### config.mk
export PLATFORM = sky130hd
export DESIGN_NAME = c2d_mem
export DESIGN_NICKNAME = d
export VERILOG_FILES = /design/src/rtl/core/c2d_mem.sv
export SDC_FILE = /design/constraint.sdc
export NUM_CORES = 1
export LEC_CHECK = 0
export ABC_AREA = 1
export BUFFER_PORTS_ARGS = -buffer_cell sky130_fd_sc_hd__clkbuf_2
export CAP_MARGIN = 20
export CELL_PAD_IN_SITES_DETAIL_PLACEMENT = 1
export CELL_PAD_IN_SITES_GLOBAL_PLACEMENT = 1
export CORE_ASPECT_RATIO = 0.75
export CORE_UTILIZATION = 45
export CTS_CLUSTER_SIZE = 20
export DETAILED_ROUTE_END_ITERATION = 12
export GPL_TIMING_DRIVEN = 0
export PLACE_DENSITY_LB_ADDON = 0.05
export SYNTH_ARGS = -nofsm -noshare
export SYNTH_HDL_FRONTEND = slang
export SYNTH_SLANG_ARGS = --single-unit
### constraint.sdc
create_clock -name i_clk -period 3 [get_ports i_clk]
set_input_delay 0 -clock i_clk [delete_from_list [all_inputs] [get_ports i_clk]]
set_output_delay 0 -clock i_clk [all_outputs]
set_load 0.05 [all_outputs]
### src/rtl/core/c2d_mem.sv
// Synchronous single-port-write, single-read memory with registered read data.
module c2d_mem #(
    parameter int DEPTH = 64,
    parameter int AW    = 6
) (
    input  logic              i_clk,
    input  logic              i_we,
    input  logic [AW-1:0]     i_waddr,
    input  logic [15:0]       i_wdata,
    input  logic [AW-1:0]     i_raddr,
    output logic [15:0]       o_rdata
);
    logic [15:0] r_mem [DEPTH];

    always_ff @(posedge i_clk) begin
        if (i_we) begin
            r_mem[i_waddr] <= i_wdata;
        end
        o_rdata <= r_mem[i_raddr];
    end
endmodule

==> results by group <==
Run status
  • Status: finished, final reports clean

Routing
  • DRT Wirelength: 153800 µm
  • Drt drc: 0
  • Antenna viol nets, final: 0
  • Starting DRT DRC Count: 3610
  • Drt first pass iters: 6
  • Vias: 29560
  • DR vias/cell: 5.821
  • Drt wl/cell: 30.29 µm

Floorplanning
  • Die Y-Extent: 266.9 µm
  • Core area: 92010 µm²
  • Die width: 355.2 µm
  • Die area: 94790 µm²
  • FP Rows: 96
  • Starting Density: 0.4576
  • Top-level I/O count: 46

Power
  • Part of the power in combinational logic: 0.081
  • Flop pwr share: 0.511
  • Pwr Density: 643.7 nW/µm²
  • Switch share: 0.2396
  • P_sw: 7.561 mW
  • Final total power: 31.55 mW
  • Clock network power share: 0.409
  • Leakage: 17.82 nW
  • Worst VDD drop: 0.5577 mV
  • Cell-internal power: 23.99 mW

Run
  • Max Cap Viol: 0

Place
  • Placer Congestion: 0.9433
  • Area post-placement: 45500 µm²
  • Post-DP HPWL: 108900 µm
  • Port bufs: 37
  • DP Worst Slack: 0.05609 ns

Critical path
  • CP arrival: 2.76 ns
  • CP max FO: 16
  • Critical setup path kind: in2reg
  • Depth of the worst register-to-register path: 8
  • Flop2flop setup slack: 1.17 ns
  • Critical R2R Launch: r_mem[10][1]
  • CP Capture Point: r_mem[43][2]
  • Crit path capture type: flop
  • Req. time, crit path: 3.29 ns
  • CP Launch Point: i_waddr[2]
  • Critical Path Start Type: primary input
  • FF-to-FF End: o_rdata[1]

Global routing
  • Vias in the first global route: 29600
  • Largest net degree at the start of global routing: 65
  • Initial antenna violation count: 11
  • Gr usage total: 0.3266
  • Gr ovfl total: 0
  • Global-route wire length before repair: 216000 µm

Clock network
  • CTS tree: built
  • Clk root buf: clkbuf_16
  • Worst skew pair latency: 0.69 ns
  • CTS resizes: 0
  • Max H-tree Level: 3
  • Number of buffers on the longest clock path: 3
  • Clock sink total: 1040
  • CTS Buf Count: 103
  • CTS clk-pin slew, worst paths: 0.07 ns

Logic synthesis
  • Synth Instances: 3517
  • Synth Area in Compound Gates: 0
  • Syn Std Cell Area: 42100 µm²
  • Mux contribution to synthesized area: 0
  • Fraction of the mapped netlist area in simple logic gates: 0.2266
  • Register area share after synthesis: 0.7380
  • Synth unique cells: 16
  • Synthesized Nets: 3547
  • Mean Syn Cell Area: 11.97 µm²
  • Largest family of logic cells by synthesized area: simple AND/OR/NAND/NOR gates
  • XOR/XNOR Fraction of Synth Area: 0
  • Seq cells post-synth: 1040
  • Adder-cell share of the synthesized area: 0
  • Synth Warn #: 0

STA
  • Worst-Margin Slew: 1.139 ns
  • RSZ-0062 raised after global routing: false
  • Setup Viol. Count Final: 0
  • Final Hold Viols: 0
  • Skew final: 0.02053 ns
  • Setup WS post-layout: 0.5336 ns
  • Slew Viols, Final: 0
  • Minimum clock period: 2.466 ns
  • FMAX: 405.5 MHz
  • Fin Hold WS: 0.06600 ns
  • Final TNS setup: 0 ns
  • Fin crit share: 0.8221
  • Slew headroom: 0.2382

Min path
  • Cells on Worst Hold Path: 2
  • Min-Delay Path Class: in2reg

Cells and area
  • Nets: 3792
  • Area delta synth->final: 16.43%
  • Layout cells sized above 1: 0.1328
  • Final Cell Area: 49020 µm²
[worst max-delay path: stages]
cell and delay, ns:
clkbuf_1 0.22, inv_1 0.33, nand4_1 0.94, nor2_2 1.24
[power by group through the flow]
| stage | Combinational [mW] | Clock (mW) | Sequential [mW] |
|---|---|---|---|
| 2_1_floorplan | 1.08 | 0 | 16.5 |
| 3_5_place_dp | 2.48 | 0 | 16.4 |
| 6_report | 2.55 | 12.9 | 16.1 |
| 3_3_place_gp | 2.31 | 0 | 16.4 |
| 5_1_grt | 2.68 | 13.4 | 16.1 |
| 4_1_cts | 2.51 | 13.0 | 16.1 |
[layout by cell type, fill, tap and decap left out, types with 18 or more instances in the layout]
cell	netlist	routed
nand2_1	1296	1296
edfxtp_1	1024	1024
nand3_1	871	871
buf_2	113	113
clkbuf_16	0	112
clkbuf_1	26	58
nor2_2	0	56
buf_6	49	50
buf_8	1	39
buf_4	19	37
buf_16	0	24
clkbuf_2	0	21
clkinv_1	0	19
dlygate4sd3_1	0	18
[registers in the layout, summed over array words and instances (netlist names)]
| register | count |
|---|---|
| o_rdata | 16 |
| r_mem | 1024 |
[cells in the mapped netlist]
cell      count  area share
inv_1         9     0.00080
nor2_1       56      0.0050
nand2_1    1296        0.12
buf_4        19      0.0034
nand4_1       9      0.0013
inv_2         2     0.00018
nand3_1     871        0.10
edfxtp_1   1024        0.73
inv_8         1     0.00027
clkbuf_1     26      0.0023
buf_2       113       0.013
buf_8         1     0.00036
buf_1        17      0.0015
dfxtp_1      16      0.0076
nor4_1        8      0.0012
buf_6        49       0.013
[final cells by class]
type                       instances  area (µm²)
fill                            9418       42990
multi-input combinational       2240        9731
timing repair buffer             140        1863
buffer                           225        1436
antenna                            5       12.51
inverter                          12       52.55
clock buffer                     148        2978
clock inverter                    43       341.6
tap                             1225        1533
sequential                      1040       31070
[worst min-delay path by stage]
stage / start / to / slack, ns
floorplan: i_wdata[0] / r_mem[0][0] / 0.1
global placement: o_rdata[11] / o_rdata[11] / 0.50
detailed placement: i_wdata[12] / r_mem[2][12] / 0.37
CTS: i_waddr[0] / r_mem[54][10] / 0.02
global route: i_waddr[0] / r_mem[54][10] / 0.10
finish: i_waddr[0] / r_mem[54][10] / 0.07
[logic make-up (layout without fill, tap and decap cells)]
family | count (synthesis) | count (layout)
flops | 1040 | 1040
simple gates | 2240 | 2240
other cells | 0 | 5
buf+inv | 237 | 568
[stage by stage]
stage               std cells    util
floorplan                3517       -
global placement         4779  0.4762
detailed placement       4864  0.4946
CTS                      5073  0.5326
global route             5074  0.5326
finish                   5078  0.5327
[per-layer routing]
layer  wire length [µm]  vias to the layer above  track usage
li1                   -                    12920            -
met1              68210                    15200       0.4799
met2              68280                     1258       0.4958
met3              13930                      183      0.07125
met4               3405                        0      0.07607
met5                  0                        -            0
[repair_timing]
action | CTS | global route
endpoints found under the hold margin | 456 | 0
hold buffers | 18 | 0
setup buffers | 0 | 0
(Power assumes the default switching activity.)
