$ cat src/rtl/core/c2d_mac.sv
// Multiply-accumulate datapath: registered product, exact sum and saturation.
module c2d_mac #(
    parameter int AccW = 48
) (
    input  logic               i_clk,
    input  logic               i_clear,
    input  logic               i_en,
    input  logic signed [15:0] i_w,
    input  logic signed [15:0] i_x,
    output logic signed [31:0] o_sat
);
    logic signed [31:0]     r_prod;
    logic signed [AccW-1:0] r_acc;
    logic signed [AccW-1:0] w_max, w_min;

    assign w_max = AccW'(32'sh7FFF_FFFF);
    assign w_min = -w_max - AccW'(1);

    always_ff @(posedge i_clk) begin
        r_prod <= i_en ? i_w * i_x : 32'sd0;
        if (i_clear) begin
            r_acc <= '0;
        end else begin
            r_acc <= r_acc + AccW'(r_prod);
        end
    end

    always_comb begin
        if (r_acc > w_max) begin
            o_sat = 32'sh7FFF_FFFF;
        end else if (r_acc < w_min) begin
            o_sat = 32'sh8000_0000;
        end else begin
            o_sat = r_acc[31:0];
        end
    end
endmodule

$ cat config.mk
export PLATFORM = sky130hd
export DESIGN_NAME = c2d_mac
export DESIGN_NICKNAME = d
export VERILOG_FILES = /design/src/rtl/core/c2d_mac.sv
export SDC_FILE = /design/constraint.sdc
export NUM_CORES = 1
export LEC_CHECK = 0
export ABC_AREA = 1
export BUFFER_PORTS_ARGS = -buffer_cell sky130_fd_sc_hd__clkbuf_2
export CAP_MARGIN = 15
export CELL_PAD_IN_SITES_DETAIL_PLACEMENT = 0
export CELL_PAD_IN_SITES_GLOBAL_PLACEMENT = 1
export CORE_MARGIN = 2
export CORE_UTILIZATION = 40
export DETAILED_ROUTE_END_ITERATION = 6
export GPL_ROUTABILITY_DRIVEN = 0
export PLACE_DENSITY_LB_ADDON = 0.1
export SYNTH_ARGS = -nofsm -noshare
export SYNTH_HDL_FRONTEND = slang
export SYNTH_SLANG_ARGS = --single-unit
$ cat constraint.sdc
create_clock -name i_clk -period 6.7 [get_ports i_clk]
set_clock_uncertainty 0.05 [all_clocks]
set_input_delay 0.335 -clock i_clk [delete_from_list [all_inputs] [get_ports i_clk]]
set_output_delay 0.335 -clock i_clk [all_outputs]
set_load 0.05 [all_outputs]
==> impl_metrics.xml <==
<?xml version="1.0" encoding="UTF-8"?>
<metrics>
  <group name="critical_path">
    <metric name="critical_path.top_delay_family" unit="">adder cells</metric>
    <metric name="timing.critical_path.slowest_cell_delay" unit="ps">710</metric>
    <metric name="crit_path_end" unit="">r_prod[27]</metric>
    <metric name="critPathKind" unit="">in2reg</metric>
    <metric name="crit_path_cell_trace" unit="">clkbuf_2, nand2_1, fa_1, inv_1, fa_1, fa_1, fa_1, fa_1, inv_1, fa_1, inv_1, ha_1, nand2_1, nor2_1, inv_1, nor3_1, nand3_1, nand3_1, nand2_1, nand2_1, nor2_1</metric>
    <metric name="rr_worst_depth" unit="">15</metric>
    <metric name="cp_num_cells" unit="">21</metric>
    <metric name="critPathLaunchType" unit="">input pin</metric>
    <metric name="critPathSlowestCell" unit="">fa_1</metric>
    <metric name="critical-path-top-cell-by-count" unit="">fa_1</metric>
    <metric name="timing_startpoint_of_the_critical_path" unit="">i_x[4]</metric>
    <metric name="regToRegStartpoint" unit="">r_acc[0]</metric>
    <metric name="arrival" unit="ps">6090</metric>
    <metric name="worst-endpoint-required" unit="ps">6910</metric>
    <metric name="regToRegEndpoint" unit="">r_acc[20]</metric>
    <metric name="critical_path.endpoint_type" unit="">flip-flop</metric>
    <metric name="reg2reg_slack" unit="ps">3990</metric>
    <metric name="timing.critical_path.buf_inv" unit="">5</metric>
    <metric name="maximum_fanout_along_the_worst_path" unit="">16</metric>
  </group>
  <group name="cts">
    <metric name="clkLatencyLatePin" unit="ps">370</metric>
    <metric name="postCtsHoldBufs" unit="">0</metric>
    <metric name="cts-htree-levels" unit="">3</metric>
    <metric name="cts.repair.resized" unit="">0</metric>
    <metric name="reg_clk_slew_reported_paths" unit="ps">70</metric>
    <metric name="tritoncts" unit="">done</metric>
    <metric name="cts_setup_buffers" unit="">0</metric>
    <metric name="cts_made_buffers" unit="">9</metric>
    <metric name="clock_tree.buffer_depth" unit="">2</metric>
    <metric name="root_buffer" unit="">clkbuf_16</metric>
    <metric name="cts_sinks" unit="">80</metric>
  </group>
  <group name="layout">
    <metric name="mostFrequentLayoutCell" unit="">nand2_1</metric>
    <metric name="ratio_of_cells_with_drive_above_1_in_the_final_layout" unit="%">5.10</metric>
    <metric name="most_used_cells_in_the_layout_excluding_fill_and_tap_cells" unit="">nand2_1, inv_1, fa_1, nor2_1, ha_1</metric>
    <metric name="antenna_cells_inserted" unit="">0</metric>
    <metric name="layout.nets" unit="">3107</metric>
    <metric name="layout.cell_area.non_filler" unit="mm^2">0.0185</metric>
    <metric name="flow.area_growth_from_synthesis" unit="%">6.48</metric>
    <metric name="final_core_utilization" unit="%">43.1</metric>
  </group>
  <group name="synth">
    <metric name="part_of_the_yosys_area_used_for_sequential_elements" unit="%">9.20</metric>
    <metric name="syn_nets" unit="">3095</metric>
    <metric name="synth_area" unit="mm^2">0.0174</metric>
    <metric name="ys_seq_elements" unit="">80</metric>
    <metric name="post_synth_inst_count" unit="">2668</metric>
    <metric name="async_flop_share" unit="%">0</metric>
    <metric name="ys_top_cells_by_area" unit="">fa_1, nand2_1, inv_1</metric>
    <metric name="synth_edf_count" unit="">0</metric>
    <metric name="yosys.cell_types.count" unit="">36</metric>
    <metric name="postSynth.topFlopCell" unit="">dfxtp_1</metric>
    <metric name="netlist.area_leader.share" unit="%">30.2</metric>
    <metric name="post_synthesis_area_per_instance" unit="um^2">6.53</metric>
    <metric name="yosys.area.top_type" unit="">fa_1</metric>
    <metric name="yosys_warnings" unit="">0</metric>
  </group>
  <group name="timing">
    <metric name="fin_crit" unit="ps">5870</metric>
    <metric name="timing_max_transition_violations_final" unit="">0</metric>
    <metric name="grt_setup_unrepaired" unit="">false</metric>
    <metric name="setup_total_negative_slack" unit="ps">0</metric>
    <metric name="maxSlewHeadroom" unit="%">37.2</metric>
    <metric name="timing.final.crit_share" unit="%">87.6</metric>
    <metric name="worst_pin_slew" unit="ps">941</metric>
    <metric name="max_freq" unit="GHz">0.170</metric>
    <metric name="fin_hold_ws" unit="ps">285</metric>
    <metric name="final-setup-viol-count" unit="">0</metric>
    <metric name="final_hold_viol_count" unit="">0</metric>
  </group>
  <group name="route">
    <metric name="ant_nets" unit="">0</metric>
    <metric name="number_of_vias_after_detailed_routing" unit="">15300</metric>
    <metric name="average_wire_per_cell_in_the_routed_design" unit="um">15.6</metric>
    <metric name="drc" unit="">0</metric>
    <metric name="via_per_inst" unit="">4.66</metric>
    <metric name="initialDrtViolationCount" unit="">700</metric>
    <metric name="wirelength" unit="um">51100</metric>
    <metric name="pre_antenna_drt_iters" unit="">6</metric>
  </group>
  <group name="floorplanning">
    <metric name="initial_standard_cell_utilization_of_the_core" unit="%">40.5</metric>
    <metric name="row_count" unit="">76</metric>
    <metric name="fp.dieW" unit="um">213</metric>
    <metric name="die_area" unit="mm^2">0.0452</metric>
    <metric name="die_height" unit="um">213</metric>
    <metric name="design.core.area" unit="mm^2">0.0430</metric>
    <metric name="io_pins" unit="">67</metric>
  </group>
  <group name="grt">
    <metric name="first_global_vias" unit="">16000</metric>
    <metric name="grt_antenna_before_repair" unit="">0</metric>
    <metric name="grt-ovfl-total" unit="">0</metric>
    <metric name="overall_track_demand_over_capacity_in_global_routing" unit="%">24.0</metric>
    <metric name="largest_net_degree_at_the_start_of_global_routing" unit="">42</metric>
    <metric name="grt_first_pass_wirelength" unit="um">83300</metric>
  </group>
  <group name="placement">
    <metric name="port-buffer-count" unit="">66</metric>
    <metric name="placed_cell_area" unit="mm^2">0.0183</metric>
    <metric name="place.detailed.hpwl" unit="um">44200</metric>
  </group>
  <group name="job">
    <metric name="maxCapViolations" unit="">0</metric>
  </group>
  <group name="min_path">
    <metric name="hold_class" unit="">in2reg</metric>
    <metric name="timing.hold.worst.start" unit="">i_clear</metric>
  </group>
  <group name="outcome">
    <metric name="run_status" unit="">finished, final reports clean</metric>
  </group>
</metrics>
## metal layers
| layer | GRT usage [%] | up-vias | part of all wire (%) | wire length (um) |
|---|---|---|---|---|
| li1 | - | 7717 | - | - |
| met1 | 30.2 | 7179 | 45 | 23100 |
| met2 | 42.5 | 270 | 48 | 24700 |
| met3 | 1.62 | 85 | 2.5 | 1260 |
| met4 | 10.1 | 0 | 3.8 | 1970 |
| met5 | 0 | - | 0 | 0 |
## cells in the mapped netlist, types with 2 or more instances
master,count
a21oi_1,95
nor2_1,165
inv_1,751
o21bai_1,9
or2_2,4
a21boi_0,2
buf_2,10
o21a_1,10
nand4_1,26
nor3_2,4
nor4_1,4
and2_2,2
nand3b_1,3
xnor2_1,5
nor3_1,8
inv_2,4
a21o_1,2
ha_1,129
fa_1,263
nor2_2,16
clkbuf_1,61
nand2_2,7
xor2_1,5
nand2_1,873
dfxtp_1,80
o21ai_0,36
nand3_1,79
nand3_2,6
nor2_4,2
## registers in the layout, summed over array words and instances, names as in the netlist
register / count
r_acc: 48
r_prod: 32
## cells by family after synthesis
logic type / synth area share [%]
XOR/XNOR: 0.503
AO/OA/AOI/OAI: 4.97
AND/OR/NAND/NOR: 27.9
buffers and inverters: 17.9
adder cells (fa/ha/maj): 39.5
flip-flops: 9.20
## cell type report
| type | instances | area, um^2 |
|---|---|---|
| fillers | 4740 | 24400 |
| clock inverters | 7 | 56.3 |
| clock buffers | 9 | 225 |
| repair buffers | 73 | 383 |
| inverters | 755 | 2830 |
| multi-input cells | 1761 | 12700 |
| flip-flops and latches | 80 | 1600 |
| well taps | 585 | 732 |
## through the flow
stage	setup WS, ps	instances
global route	558	3270
global placement	548	3254
CTS	818	3270
finish	829	3270
floorplan	1080	2668
detailed placement	432	3254
## how the worst min path moves through the flow
| stage | depth (start not counted) | endpoint | slack, ps |
|---|---|---|---|
| global placement | 3 | r_acc[0] | 500 |
| finish | 2 | r_acc[1] | 280 |
| CTS | 2 | r_acc[1] | 270 |
| floorplan | 2 | r_prod[0] | 400 |
| detailed placement | 3 | r_acc[0] | 530 |
| global route | 2 | r_acc[1] | 290 |
Power is not shown: default switching activity piles up to over one toggle a cycle in this logic, so the estimate is an artifact.
